$ cat config.mk
export PLATFORM = sky130hd
export DESIGN_NAME = http_get_request_screener_unit
export DESIGN_NICKNAME = d
export VERILOG_FILES = /design/src/rtl/hgs_pkg.sv /design/src/rtl/hgs_front.sv /design/src/rtl/hgs_queue.sv /design/src/rtl/hgs_back.sv /design/src/rtl/http_get_request_screener_unit.sv
export SDC_FILE = /design/constraint.sdc
export NUM_CORES = 1
export LEC_CHECK = 0
export BUFFER_PORTS_ARGS = -buffer_cell sky130_fd_sc_hd__buf_2
export CAP_MARGIN = 20
export CORE_UTILIZATION = 30
export CTS_CLUSTER_SIZE = 24
export DETAILED_ROUTE_END_ITERATION = 12
export PLACE_DENSITY = 0.52
export SLEW_MARGIN = 40
export SYNTH_ARGS = -nofsm -noshare
export SYNTH_HDL_FRONTEND = slang
export SYNTH_SLANG_ARGS = --single-unit
$ cat constraint.sdc
create_clock -name i_clk -period 10.8 [get_ports i_clk]
set_clock_uncertainty 0.15 [all_clocks]
set_input_delay 2.16 -clock i_clk [delete_from_list [all_inputs] [get_ports i_clk]]
set_output_delay 2.16 -clock i_clk [all_outputs]
set_load 0.01 [all_outputs]
$ cat src/rtl/hgs_pkg.sv
// Shared types and constants for the HTTP GET request screener.
// No dependencies; imported by every module of the block but hgs_queue.
`default_nettype none

package hgs_pkg;

    localparam int DEF_MAX_PATH_LEN = 4096;
    localparam int DEF_QUEUE_DEPTH  = 2;
    localparam int CFG_W            = 16;
    localparam logic [CFG_W-1:0] MAX_REQ_RESET = 16'd2744;

    localparam logic [7:0] CH_CR    = 8'h0D;
    localparam logic [7:0] CH_LF    = 8'h0A;
    localparam logic [7:0] CH_SPACE = 8'h20;
    localparam logic [7:0] CH_DOT   = 8'h2E;
    localparam logic [7:0] CH_SLASH = 8'h2F;
    localparam logic [7:0] CH_G     = 8'h47;
    localparam logic [7:0] CH_E     = 8'h45;
    localparam logic [7:0] CH_T     = 8'h54;

    // extension bytes, first byte in the low lane
    localparam logic [31:0] EXT_JPG  = 32'h0067706A;
    localparam logic [31:0] EXT_HTML = 32'h6C6D7468;
    localparam logic [31:0] EXT_CSS  = 32'h00737363;
    localparam logic [31:0] EXT_JS   = 32'h0000736A;

    // extension count: 0 none, k+1 for k bytes, EXT_LONG past four
    localparam logic [2:0] EXT_NONE   = 3'd0;
    localparam logic [2:0] EXT_DOT    = 3'd1;
    localparam logic [2:0] EXT_2BYTES = 3'd3;
    localparam logic [2:0] EXT_3BYTES = 3'd4;
    localparam logic [2:0] EXT_4BYTES = 3'd5;
    localparam logic [2:0] EXT_LONG   = 3'd6;

    typedef enum logic [1:0] {
        VD_SERVE   = 2'd0,
        VD_ESCAPE  = 2'd1,
        VD_NOT_GET = 2'd2,
        VD_NO_TERM = 2'd3
    } t_verdict;

    typedef enum logic [2:0] {
        CT_JPEG  = 3'd0,
        CT_HTML  = 3'd1,
        CT_CSS   = 3'd2,
        CT_JS    = 3'd3,
        CT_OCTET = 3'd4
    } t_ctype;

    typedef struct packed {
        t_verdict    verdict;
        logic [2:0]  ext_cnt;
        logic [31:0] ext_bytes;
    } t_fin;

endpackage

`default_nettype wire

$ cat src/rtl/hgs_front.sv
// Front end: takes request bytes, runs the parser and raises one finish record per request.
// Depends on hgs_pkg.
`default_nettype none

module hgs_front #(
    parameter int MAX_PATH_LEN = hgs_pkg::DEF_MAX_PATH_LEN
) (
    input  wire logic                               i_clk,
    input  wire logic                               i_rst_n,
    input  wire logic                               i_cfg_we,
    input  wire logic [hgs_pkg::CFG_W-1:0]          i_cfg_wdata,
    input  wire logic                               i_push,
    input  wire logic                               i_q_full,
    input  wire logic [7:0]                         i_data_byte,
    input  wire logic                               i_new_request,
    output logic                                    o_q_wr,
    output hgs_pkg::t_fin                           o_fin,
    output logic [$clog2(MAX_PATH_LEN+1)-1:0]       o_path
);
    import hgs_pkg::*;

    localparam int PATH_W = $clog2(MAX_PATH_LEN + 1);
    localparam logic [PATH_W-1:0] PCNT_SAT = PATH_W'(MAX_PATH_LEN);
    localparam logic [2:0] MM_DONE = 3'd3;
    localparam logic [2:0] MM_FAIL = 3'd4;
    localparam logic [11:0] DEPTH_MAX = 12'd4095;

    typedef enum logic [1:0] {
        PH_METHOD = 2'd0,
        PH_PATH   = 2'd1,
        PH_REST   = 2'd2
    } t_phase;

    logic [CFG_W-1:0]  r_max_req;
    t_phase            r_phase, c_phase, n_phase;
    logic [2:0]        r_mm, c_mm, n_mm;
    logic [1:0]        r_term, c_term, n_term;
    logic [15:0]       r_bytes, c_bytes, n_bytes;
    logic [11:0]       r_depth, c_depth, n_depth;
    logic              r_esc, c_esc, n_esc;
    logic [15:0]       r_prior, c_prior, n_prior;
    logic [PATH_W-1:0] r_pcnt, c_pcnt, n_pcnt;
    logic [31:0]       r_ext, c_ext, n_ext;
    logic [2:0]        r_ecnt, c_ecnt, n_ecnt;
    logic              r_sent, c_sent, n_sent;

    logic       accept, done, fin;
    logic [7:0] exp_char;
    logic [1:0] lane;
    t_verdict   verdict;

    assign accept = i_push && !i_q_full;

    always_comb begin
        unique case (c_mm[1:0])
            2'd0:    exp_char = CH_G;
            2'd1:    exp_char = CH_E;
            default: exp_char = CH_T;
        endcase
    end

    always_comb begin
        c_phase = i_new_request ? PH_METHOD : r_phase;
        c_mm    = i_new_request ? 3'd0 : r_mm;
        c_term  = i_new_request ? 2'd0 : r_term;
        c_bytes = i_new_request ? 16'd0 : r_bytes;
        c_depth = i_new_request ? 12'd0 : r_depth;
        c_esc   = i_new_request ? 1'b0 : r_esc;
        c_prior = i_new_request ? 16'd0 : r_prior;
        c_pcnt  = i_new_request ? '0 : r_pcnt;
        c_ext   = i_new_request ? 32'd0 : r_ext;
        c_ecnt  = i_new_request ? EXT_NONE : r_ecnt;
        c_sent  = i_new_request ? 1'b0 : r_sent;

        n_phase = c_phase;
        n_mm    = c_mm;
        n_term  = c_term;
        n_bytes = c_bytes;
        n_depth = c_depth;
        n_esc   = c_esc;
        n_prior = c_prior;
        n_pcnt  = c_pcnt;
        n_ext   = c_ext;
        n_ecnt  = c_ecnt;
        n_sent  = c_sent;
        done    = 1'b0;
        fin     = 1'b0;
        lane    = 2'(c_ecnt - 3'd1);

        if (!c_sent) begin
            if (c_bytes != 16'hFFFF) begin
                n_bytes = c_bytes + 16'd1;
            end

            if (i_data_byte == CH_CR) begin
                n_term = (c_term == 2'd2) ? 2'd3 : 2'd1;
            end else if (i_data_byte == CH_LF) begin
                if (c_term == 2'd1) begin
                    n_term = 2'd2;
                end else if (c_term == 2'd3) begin
                    done = 1'b1;
                end else begin
                    n_term = 2'd0;
                end
            end else begin
                n_term = 2'd0;
            end

            unique case (c_phase)
                PH_METHOD: begin
                    if (i_data_byte == CH_SPACE) begin
                        if (c_mm == MM_DONE) begin
                            n_phase = PH_PATH;
                        end else begin
                            n_mm    = MM_FAIL;
                            n_phase = PH_REST;
                        end
                    end else if (c_mm < MM_DONE && i_data_byte == exp_char) begin
                        n_mm = c_mm + 3'd1;
                    end else begin
                        n_mm = MM_FAIL;
                    end
                end
                PH_PATH: begin
                    if (i_data_byte == CH_SPACE) begin
                        n_phase = PH_REST;
                    end else begin
                        if (c_pcnt >= PCNT_SAT) begin
                            n_esc = 1'b1;
                        end
                        if (c_pcnt >= PATH_W'(2) && i_data_byte == CH_SLASH) begin
                            if (c_prior == {CH_DOT, CH_DOT}) begin
                                if (c_depth == 12'd0) begin
                                    n_esc = 1'b1;
                                end else begin
                                    n_depth = c_depth - 12'd1;
                                end
                            end else if (c_depth < DEPTH_MAX) begin
                                n_depth = c_depth + 12'd1;
                            end
                        end
                        if (i_data_byte == CH_SLASH) begin
                            n_ecnt = EXT_NONE;
                            n_ext  = 32'd0;
                        end else if (i_data_byte == CH_DOT) begin
                            n_ecnt = EXT_DOT;
                            n_ext  = 32'd0;
                        end else if (c_ecnt >= EXT_DOT && c_ecnt <= EXT_3BYTES) begin
                            n_ext[{lane, 3'b000} +: 8] = i_data_byte;
                            n_ecnt = c_ecnt + 3'd1;
                        end else if (c_ecnt == EXT_4BYTES) begin
                            n_ecnt = EXT_LONG;
                        end
                        if (c_pcnt < PCNT_SAT) begin
                            n_pcnt = c_pcnt + PATH_W'(1);
                        end
                        n_prior = {c_prior[7:0], i_data_byte};
                    end
                end
                default: begin
                end
            endcase

            fin    = done || (n_bytes >= r_max_req);
            n_sent = fin;
        end
    end

    always_comb begin
        if (!done) begin
            verdict = VD_NO_TERM;
        end else if (n_phase == PH_METHOD || n_mm != MM_DONE) begin
            verdict = VD_NOT_GET;
        end else if (n_esc) begin
            verdict = VD_ESCAPE;
        end else begin
            verdict = VD_SERVE;
        end
    end

    assign o_q_wr          = accept && fin;
    assign o_fin.verdict   = verdict;
    assign o_fin.ext_cnt   = n_ecnt;
    assign o_fin.ext_bytes = n_ext;
    assign o_path          = n_pcnt;

    always_ff @(posedge i_clk) begin
        if (!i_rst_n) begin
            r_max_req <= MAX_REQ_RESET;
            r_phase   <= PH_METHOD;
            r_mm      <= 3'd0;
            r_term    <= 2'd0;
            r_bytes   <= 16'd0;
            r_depth   <= 12'd0;
            r_esc     <= 1'b0;
            r_prior   <= 16'd0;
            r_pcnt    <= '0;
            r_ext     <= 32'd0;
            r_ecnt    <= EXT_NONE;
            r_sent    <= 1'b0;
        end else begin
            if (i_cfg_we) begin
                r_max_req <= i_cfg_wdata;
            end
            if (accept) begin
                r_phase <= n_phase;
                r_mm    <= n_mm;
                r_term  <= n_term;
                r_bytes <= n_bytes;
                r_depth <= n_depth;
                r_esc   <= n_esc;
                r_prior <= n_prior;
                r_pcnt  <= n_pcnt;
                r_ext   <= n_ext;
                r_ecnt  <= n_ecnt;
                r_sent  <= n_sent;
            end
        end
    end

endmodule

`default_nettype wire

$ cat src/rtl/hgs_queue.sv
// Short register queue between the parser front end and the result back end.
// No package dependencies.
`default_nettype none

module hgs_queue #(
    parameter int DATA_W = 8,
    parameter int DEPTH  = 2
) (
    input  wire logic              i_clk,
    input  wire logic              i_rst_n,
    input  wire logic              i_wr,
    input  wire logic [DATA_W-1:0] i_wdata,
    output logic                   o_full,
    input  wire logic              i_rd,
    output logic                   o_valid,
    output logic [DATA_W-1:0]      o_rdata
);
    localparam int PTR_W = $clog2(DEPTH);
    localparam int CNT_W = $clog2(DEPTH + 1);
    localparam logic [PTR_W-1:0] PTR_LAST = PTR_W'(DEPTH - 1);
    localparam logic [CNT_W-1:0] CNT_FULL = CNT_W'(DEPTH);

    logic [DATA_W-1:0] r_mem [DEPTH];
    logic [PTR_W-1:0]  r_wptr, r_rptr;
    logic [CNT_W-1:0]  r_cnt;
    logic              wr_en, rd_en;

    assign o_full  = (r_cnt == CNT_FULL);
    assign o_valid = (r_cnt != '0);
    assign o_rdata = r_mem[r_rptr];
    assign wr_en   = i_wr && !o_full;
    assign rd_en   = i_rd && o_valid;

    always_ff @(posedge i_clk) begin
        if (wr_en) begin
            r_mem[r_wptr] <= i_wdata;
        end
    end

    always_ff @(posedge i_clk) begin
        if (!i_rst_n) begin
            r_wptr <= '0;
            r_rptr <= '0;
            r_cnt  <= '0;
        end else begin
            if (wr_en) begin
                r_wptr <= (r_wptr == PTR_LAST) ? '0 : r_wptr + PTR_W'(1);
            end
            if (rd_en) begin
                r_rptr <= (r_rptr == PTR_LAST) ? '0 : r_rptr + PTR_W'(1);
            end
            if (wr_en && !rd_en) begin
                r_cnt <= r_cnt + CNT_W'(1);
            end else if (rd_en && !wr_en) begin
                r_cnt <= r_cnt - CNT_W'(1);
            end
        end
    end

endmodule

`default_nettype wire

$ cat src/rtl/hgs_back.sv
// Back end: classifies the extension, formats the result and holds it in the output register.
// Depends on hgs_pkg.
`default_nettype none

module hgs_back #(
    parameter int PATH_W = 13
) (
    input  wire logic              i_clk,
    input  wire logic              i_rst_n,
    input  wire logic              i_q_valid,
    input  wire hgs_pkg::t_fin     i_fin,
    input  wire logic [PATH_W-1:0] i_path,
    output logic                   o_q_rd,
    input  wire logic              i_pop,
    output logic                   o_empty,
    output logic [1:0]             o_verdict,
    output logic [2:0]             o_content_type,
    output logic [PATH_W-1:0]      o_path_length
);
    import hgs_pkg::*;

    logic              r_valid;
    t_verdict          r_verdict;
    t_ctype            r_ctype;
    logic [PATH_W-1:0] r_plen;
    t_ctype            n_ctype;
    logic [PATH_W-1:0] n_plen;
    logic              load;

    always_comb begin
        priority if (i_fin.verdict != VD_SERVE) begin
            n_ctype = CT_OCTET;
        end else if (i_fin.ext_cnt == EXT_3BYTES && i_fin.ext_bytes == EXT_JPG) begin
            n_ctype = CT_JPEG;
        end else if (i_fin.ext_cnt == EXT_4BYTES && i_fin.ext_bytes == EXT_HTML) begin
            n_ctype = CT_HTML;
        end else if (i_fin.ext_cnt == EXT_3BYTES && i_fin.ext_bytes == EXT_CSS) begin
            n_ctype = CT_CSS;
        end else if (i_fin.ext_cnt == EXT_2BYTES && i_fin.ext_bytes == EXT_JS) begin
            n_ctype = CT_JS;
        end else begin
            n_ctype = CT_OCTET;
        end
    end

    assign n_plen = (i_fin.verdict == VD_SERVE || i_fin.verdict == VD_ESCAPE) ? i_path : '0;
    assign load   = i_q_valid && (!r_valid || i_pop);
    assign o_q_rd = load;

    always_ff @(posedge i_clk) begin
        if (load) begin
            r_verdict <= i_fin.verdict;
            r_ctype   <= n_ctype;
            r_plen    <= n_plen;
        end
    end

    always_ff @(posedge i_clk) begin
        if (!i_rst_n) begin
            r_valid <= 1'b0;
        end else if (load) begin
            r_valid <= 1'b1;
        end else if (i_pop) begin
            r_valid <= 1'b0;
        end
    end

    assign o_empty        = !r_valid;
    assign o_verdict      = r_verdict;
    assign o_content_type = r_ctype;
    assign o_path_length  = r_plen;

endmodule

`default_nettype wire

$ cat src/rtl/http_get_request_screener_unit.sv
// A verdict enters the queue with the byte transfer that ends it and moves on to the output
// register when it is empty or popped. Throughput: one byte per cycle while full is low;
// full rises only when two verdicts wait in the queue behind an output register not popped.
// Reset: synchronous, active low; clears the parser, queue and output register, and sets
// max_request_bytes to 2744.
// Top level; depends on hgs_pkg, hgs_front, hgs_queue, hgs_back.
`default_nettype none

module http_get_request_screener_unit #(
    parameter int MAX_PATH_LEN = hgs_pkg::DEF_MAX_PATH_LEN
) (
    input  wire logic                          i_clk,
    input  wire logic                          i_rst_n,
    input  wire logic                          i_cfg_we,
    input  wire logic [hgs_pkg::CFG_W-1:0]     i_cfg_wdata,
    input  wire logic                          push,
    output logic                               full,
    input  wire logic [7:0]                    i_data_byte,
    input  wire logic                          i_new_request,
    input  wire logic                          pop,
    output logic                               empty,
    output logic [1:0]                         o_verdict,
    output logic [2:0]                         o_content_type,
    output logic [$clog2(MAX_PATH_LEN+1)-1:0]  o_path_length
);
    import hgs_pkg::*;

    localparam int PATH_W = $clog2(MAX_PATH_LEN + 1);
    localparam int Q_W    = $bits(t_fin) + PATH_W;

    logic              q_wr, q_full, q_rd, q_valid;
    t_fin              f_fin, b_fin;
    logic [PATH_W-1:0] f_path, b_path;
    logic [Q_W-1:0]    q_rdata;

    hgs_front #(
        .MAX_PATH_LEN(MAX_PATH_LEN)
    ) u_front (
        .i_clk        (i_clk),
        .i_rst_n      (i_rst_n),
        .i_cfg_we     (i_cfg_we),
        .i_cfg_wdata  (i_cfg_wdata),
        .i_push       (push),
        .i_q_full     (q_full),
        .i_data_byte  (i_data_byte),
        .i_new_request(i_new_request),
        .o_q_wr       (q_wr),
        .o_fin        (f_fin),
        .o_path       (f_path)
    );

    hgs_queue #(
        .DATA_W(Q_W),
        .DEPTH (DEF_QUEUE_DEPTH)
    ) u_queue (
        .i_clk  (i_clk),
        .i_rst_n(i_rst_n),
        .i_wr   (q_wr),
        .i_wdata({f_fin, f_path}),
        .o_full (q_full),
        .i_rd   (q_rd),
        .o_valid(q_valid),
        .o_rdata(q_rdata)
    );

    assign b_fin  = t_fin'(q_rdata[Q_W-1:PATH_W]);
    assign b_path = q_rdata[PATH_W-1:0];
    assign full   = q_full;

    hgs_back #(
        .PATH_W(PATH_W)
    ) u_back (
        .i_clk         (i_clk),
        .i_rst_n       (i_rst_n),
        .i_q_valid     (q_valid),
        .i_fin         (b_fin),
        .i_path        (b_path),
        .o_q_rd        (q_rd),
        .i_pop         (pop),
        .o_empty       (empty),
        .o_verdict     (o_verdict),
        .o_content_type(o_content_type),
        .o_path_length (o_path_length)
    );

endmodule

`default_nettype wire

==> results of run 1 <==
[path summary, 6_finish.rpt]
kind / to
worst max-delay path: u_queue.r_mem[0][44]
worst min-delay path: u_front.r_prior[13]
worst min register to register: u_front.r_prior[13]
worst max register to register: u_queue.r_mem[0][44]
[state kept, by name, summed over array words and instances, names as in the netlist, named ones only]
| signal | cells |
|---|---|
| u_front.r_sent | 1 |
| u_front.r_max_req | 16 |
| u_front.r_ecnt | 3 |
| u_front.r_bytes | 16 |
| u_queue.r_wptr | 1 |
| u_back.o_verdict | 2 |
| u_front.r_mm | 3 |
| u_front.r_prior | 16 |
| u_queue.r_cnt | 2 |
| u_front.r_phase | 2 |
| u_front.r_term | 2 |
| u_queue.r_mem | 100 |
| u_front.r_ext | 32 |
| u_front.r_esc | 1 |
| u_queue.r_rptr | 1 |
| u_front.r_depth | 12 |
| u_front.r_pcnt | 13 |
| u_back.o_path_length | 13 |
| u_back.r_valid | 1 |
| u_back.o_content_type | 3 |
[logic make-up after synthesis]
logic type,Yosys count,share of synthesized area (%)
AOI/OAI and AO/OA,288,16.75
muxes,38,3.250
DFF,241,50.16
xor gates and xnor gates,29,2.121
buffers and inverters,110,3.574
and+or+nand+nor,462,20.69
adders and majority gates,33,3.449
[cells in the mapped netlist, types with 15 or more instances]
cell	instances
dfxtp_1	123
edfxtp_1	118
nor2_1	117
nand2_1	111
o21ai_0	57
a21oi_1	55
clkbuf_1	50
a22o_1	46
inv_1	38
nand3_1	36
ha_1	33
mux2i_1	31
and3_1	24
nand2b_1	22
xnor2_1	22
nor2b_1	21
a22oi_1	19
nor3_1	18
a31oi_1	17
nand4_1	15
[power breakdown]
part	total, uW	switching (uW)	internal, uW	leakage (uW)
clock network	837	360	477	0.000386
registers	1040	21.0	1020	0.00210
logic	261	169	92.0	0.00232
[area by class of cell]
| type | instances | share of cell area [%] |
|---|---|---|
| Tap cell | 518 | 4.805 |
| Multi-Input combinational cell | 850 | 41.35 |
| Timing Repair Buffer | 59 | 2.393 |
| Clock buffer | 32 | 5.139 |
| Clock inverter | 11 | 0.7049 |
| Inverter | 38 | 1.057 |
| Antenna cell | 1 | 0.01855 |
| Sequential cell | 241 | 44.53 |
[layer usage]
layer,track usage (%),up-vias,part of all wire (%)
li1,-,4474,-
met1,20.21,4476,49
met2,23.42,153,45
met3,2.370,33,4.3
met4,3.003,4,1.7
met5,0,-,0.071
[through the flow]
| step | instance area (um2) | power, uW | setup slack (ns) | utilization [%] | hold slack (ns) |
|---|---|---|---|---|---|
| final | 13490 | 2135 | 4.128 | 34.58 | 0.3209 |
| after CTS | 13470 | 2166 | 4.165 | 34.54 | 0.3235 |
| after detailed placement | 12680 | 1324 | 3.607 | 32.52 | 0.3149 |
| after global placement | 12670 | 1319 | 3.670 | 32.48 | 0.3054 |
| after floorplan | 11970 | 1228 | 2.689 | - | 0.2880 |
| after global routing | 13490 | 2230 | 3.708 | 34.58 | 0.3446 |
[worst reg2reg max path, stage by stage, from the launching register on]
cell,delay (ns)
dfxtp_1,0.40
nor2b_1,0.27
ha_1,0.27
and3_1,0.25
and3_1,0.38
a31oi_2,0.31
nand3_1,0.22
xor2_1,0.15
nor2_1,0.06
ha_1,0.32
o2111ai_1,0.16
a211oi_1,0.20
a21oi_1,0.11
a21oi_1,0.49
nor2b_4,0.25
buf_4,0.54
==> summary.txt, run 1 <==
Drt
  – DR iter-0 viols: 713
  – Via-to-Cell Ratio: 5.223
  – Routed len/inst: 16.99 um
  – Pre-antenna DRT Iters: 5
  – Number of nets with antenna violations after routing: 0
  – DRC: 0
  – Total wire length: 29.73 mm
  – Vias: 9140

Synth
  – #FFs+latches synth: 241
  – Synth cell types: 82
  – Top cell type by total area after synthesis: edfxtp_1
  – Sequential fraction of the synthesis area: 50.16%
  – Syn Area/Cell: 9.969 um2
  – Gate Count Post-Synth: 1201
  – Post-synth ARST share: 0%
  – Synth top area cells: edfxtp_1, dfxtp_1, nor2_1
  – Post-synth net total: 1264
  – Synth top area share: 29.60%
  – Post-synth top flop: dfxtp_1
  – Mapped Area: 0.01197 mm2
  – Post-synth EDFFs: 118
  – Synth Warn #: 0

CTS
  – Clk_lat worst skew: 0.53 ns
  – Post-CTS Hold Fix Bufs: 0
  – Clk buf depth: 3
  – TritonCTS clock tree: built
  – Setup bufs post-CTS: 0
  – # clock sinks: 241
  – Reg clk slew, reported paths: 0.06 ns
  – Root buf cell: clkbuf_16
  – # H-tree levels: 1
  – PostCTS Resize Cnt: 0
  – CTS Buf Count: 26

Finish
  – Footprint of the multi-input gates: 0.005578 mm2
  – Number of fill cells: 3890
  – Post-Layout Cell Count: 1750
  – Reg area: 0.006007 mm2
  – Nets: 1279
  – Most frequent cells in the layout: dfxtp_1, edfxtp_1, nor2_1
  – Share of layout cells above drive strength 1: 11.37%
  – Commonest non-fill, non-tap cell in the layout: dfxtp_1
  – Area grow syn2layout: 12.67%

Critical path
  – Required @ worst endpoint: 10.82 ns
  – Buf+Inv Stages, Crit Path: 3
  – CP endpoint kind: flip-flop
  – CP Max Fanout: 50
  – R2r startpoint: u_front.r_bytes[0]
  – WS Path Type: in2reg
  – Cells on worst reg2reg path: 15
  – R2R Setup Slk: 5.89 ns
  – Arrival time worst endpoint: 6.69 ns
  – Largest delay share family, worst path: buffers and inverters
  – CP startpoint: i_new_request
  – Cell Chain, Critical Path: buf_2, inv_1, and3_1, a31oi_2, nand3_1, xor2_1, nor2_1, ha_1, o2111ai_1, a211oi_1, a21oi_1, a21oi_1, nor2b_4, buf_4
  – Critical Path Source Type: input pin
  – Most used cell, CP: a21oi_1
  – CP Depth: 14
  – Crit-path max cell delay: 0.56 ns
  – CP max-delay cell: inv_1

Floorplanning
  – Die area: 0.04071 mm2
  – Rows: 72
  – Total core area: 0.03901 mm2
  – Initial Util: 30.69%
  – Die width: 201.8 um
  – Die height: 201.8 um
  – IO Pins: 50

STA
  – Final worst-path cycle share: 61.78%
  – Setup TNS: 0 ns
  – Setup-failing EPs final: 0
  – Worst Max-Slew Pin Slew: 0.8374 ns
  – RSZ-0062 raised after global routing: false
  – Final Hold Fails: 0
  – Worst slew margin: 43.71%
  – Peak Freq: 0.1499 GHz
  – Final min period: 6.672 ns
  – Slew Limit Fails: 0

Placed design
  – Dpl cells: 1706
  – PortBufs: 49
  – GP Congestion: 0.8286
  – Hpwl dp: 19.99 mm

Global routing
  – Vias in the first global route: 8859
  – Gr usage total: 14.45%
  – Initial antenna violation count: 3
  – Largest net degree at the start of global routing: 70
  – First-pass GRT wire length: 48.00 mm
  – Total congestion overflow: 0

Worst hold path
  – WHS Path Cells: 2
  – HP Start: u_front.r_prior[13]
  – Worst hold path type: reg2reg

Pwr
  – LEAKAGE: 0.004802 uW
  – Peak supply drop: 0.1231 mV
  – Power Dens Cells: 158.3 mW/mm2

Run status
  – Status: finished clean

Flow run
  – Max-Cap Viols: 0
Note: power is estimated with default switching activity, not from simulation.
==> inputs of run 2 (changes only) <==
PLACE_DENSITY = 0.53   (was 0.52)
clock period = 5.65 ns   (was 10.8 ns; I/O delays follow)
==> run 2 against run 1 <==
  * Flip-flop and latch count did not move
  * Clock power is 110% higher
  * Sequential power up 91%
  * Combinational power is 95% higher
  * Wire length up 2.0%
  * Sequential share of layout area decreased by 0.64 points
  * Cell count rose by 0.80%
  * Global-route usage grew 0.52 points
  * Setup slack lost 3.2 ns
  * Total power rose by 100%
  * Clock-buffer cell count rose by 5
  * Non-clock buffer count is 8 higher
  * Critical path type unchanged
  * Highest routed layer unchanged
==> summary.txt, run 2 (synthesized netlist as in run 1, its figures left out) <==
CTS
  – CTS Buf Count: 27 (+3.8%)
  – # clock sinks: 241 (unchanged)
  – Clk_lat worst skew: 0.56 ns (+0.03 ns)
  – PostCTS Resize Cnt: 0 (unchanged)
  – Root buf cell: clkbuf_16
  – # H-tree levels: 1 (unchanged)
  – Post-CTS Hold Fix Bufs: 0 (unchanged)
  – Clk buf depth: 3 (unchanged)
  – Setup bufs post-CTS: 0 (unchanged)
  – Reg clk slew, reported paths: 0.06 ns (about the same)
  – TritonCTS clock tree: built

Finish
  – Area grow syn2layout: 14.32%
  – Number of fill cells: 3969 (+2.0%)
  – Largest regs: u_queue.r_mem: 100 flops, u_front.r_ext: 32 flops
  – Post-Layout Cell Count: 1764 (+0.80%)
  – Max reg flops: 100 (unchanged)
  – Commonest non-fill, non-tap cell in the layout: dfxtp_1
  – Share of layout cells above drive strength 1: 12.13% (+0.76 points)
  – Biggest register: u_queue.r_mem
  – Final Cell Area: 0.01369 mm2 (+1.5%)
  – Nets: 1288 (+0.70%)
  – Most frequent cells in the layout: dfxtp_1, edfxtp_1, nor2_1

Worst hold path
  – WHS Path Cells: 2 (unchanged)
  – Worst hold path type: reg2reg
  – HP Start: u_front.r_prior[5]
  – Hold Crit Endpoint: u_front.r_prior[5]

Pwr
  – Total power: 4290 uW (+100%)
  – Power Dens Cells: 313.4 mW/mm2 (+98%)
  – LEAKAGE: 0.004919 uW (+2.4%)
  – Peak supply drop: 0.2318 mV (+88%)

Critical path
  – Arrival time worst endpoint: 5.06 ns (-1.63 ns)
  – Cells on worst reg2reg path: 15 (unchanged)
  – R2R Setup Slk: 1.21 ns (-4.68 ns)
  – Critical Path Source Type: input pin
  – CP Max Fanout: 9 (-82%)
  – CP startpoint: i_new_request
  – CP endpoint kind: flip-flop
  – Reg2reg end: u_queue.r_cnt[1]
  – WS Path Type: in2reg
  – R2r startpoint: u_front.r_bytes[0]
  – Required @ worst endpoint: 5.99 ns (-4.83 ns)

Drt
  – Via-to-Cell Ratio: 5.167 (-1.1%)
  – Vias: 9114 (-0.28%)
  – Number of nets with antenna violations after routing: 0 (unchanged)
  – Pre-antenna DRT Iters: 5 (unchanged)
  – Routed len/inst: 17.20 um (+1.2%)
  – Total wire length: 30.33 mm (+2.0%)
  – DR iter-0 viols: 577 (-19%)
  – DRC: 0 (unchanged)

STA
  – RSZ-0062 raised after global routing: false
  – Setup-failing EPs final: 0 (unchanged)
  – Worst Max-Slew Pin Slew: 0.8077 ns (-0.02972 ns)
  – Worst hold slack: 0.3287 ns (+0.007806 ns)
  – Slew Limit Fails: 0 (unchanged)
  – Worst slew margin: 45.30% (+1.6 points)
  – Final Hold Fails: 0 (unchanged)
  – Setup TNS: 0 ns (unchanged)
  – Final min period: 4.721 ns
  – Peak Freq: 0.2118 GHz
  – Final worst-path cycle share: 83.56%

Placed design
  – GP Congestion: 0.8102 (-2.2%)
  – Hpwl dp: 20.82 mm (+4.2%)
  – PortBufs: 49 (unchanged)
  – Area of placed instances: 0.01276 mm2 (+0.60%)
  – Dpl cells: 1714 (+0.47%)

Floorplanning
  – IO Pins: 50 (unchanged)
  – Die width: 201.8 um (unchanged)
  – Die height: 201.8 um (unchanged)
  – Rows: 72 (unchanged)
  – Total core area: 0.03901 mm2 (unchanged)
  – Die area: 0.04071 mm2 (unchanged)
  – Initial Util: 30.69% (unchanged)

Flow run
  – Max-Cap Viols: 0 (unchanged)

Global routing
  – Total congestion overflow: 0 (unchanged)
  – Initial antenna violation count: 3 (unchanged)
  – Vias in the first global route: 8878 (+0.21%)
  – Gr usage total: 14.97% (+0.52 points)
  – First-pass GRT wire length: 48.81 mm (+1.7%)
  – Largest net degree at the start of global routing: 54 (-23%)

Run status
  – Status: finished clean
==> run 2: cell count changes in the layout (fill, tap and decap cells not counted), sizes merged <==
cell / change
clkbuf: +5
clkinvlp: -2
buf: +8
inv: +1
bufinv: +2
==> run 2: stage by stage <==
step	util (%)	setup slack, ns
floorplan	-	0.04819
global placement	32.70	0.4489
detailed placement	32.71	0.3009
CTS	35.06	0.8688
global route	35.08	0.6322
finish	35.09	0.9287
==> run 2: cell type report <==
cell class / instances / area, um2 / share of cell area, %
clock buffer: 37 / 763.2 / 5.576
inverter: 38 / 142.6 / 1.042
multi-input combinational: 850 / 5568 / 40.68
tap: 518 / 648.1 / 4.735
sequential: 241 / 6007 / 43.89
clock inverter: 12 / 150.1 / 1.097
timing repair buffer: 67 / 405.4 / 2.962
antenna: 1 / 2.502 / 0.01828
==> run 2: worst max path at each step <==
stage | end | slack, ns
2_1_floorplan | u_queue.r_mem[0][0] | 0.05
3_3_place_gp | u_queue.r_cnt[1] | 0.45
3_5_place_dp | u_queue.r_cnt[1] | 0.30
4_1_cts | u_queue.r_cnt[1] | 0.87
5_1_grt | u_queue.r_cnt[1] | 0.63
6_report | u_queue.r_cnt[1] | 0.93
==> run 2: critical path: stages <==
cell and delay (ns):
buf_2 0.14, nor2b_1 0.22, ha_1 0.26, and3_1 0.26, and3_1 0.36, a41oi_1 0.16, a311oi_1 0.35, ha_1 0.31
nand2_1 0.07, nor2_1 0.04, a2111oi_1 0.56, and2_1 0.23, a21oi_1 0.10, ha_1 0.33, or3_1 0.38, a21oi_1 0.15
==> run 2: layer usage <==
metal / part of all wire (%) / global-route usage [%]
met1: 48 / 20.85
met2: 44 / 23.25
met3: 4.5 / 2.951
met4: 2.8 / 4.762
met5: 0.11 / 0
==> run 2: report_power, final <==
part	switching (uW)	total, uW	internal, uW
Clock	709	1790	1080
Combinational	332	509	177
Sequential	45.8	1990	1940
Total	1090	4290	3200
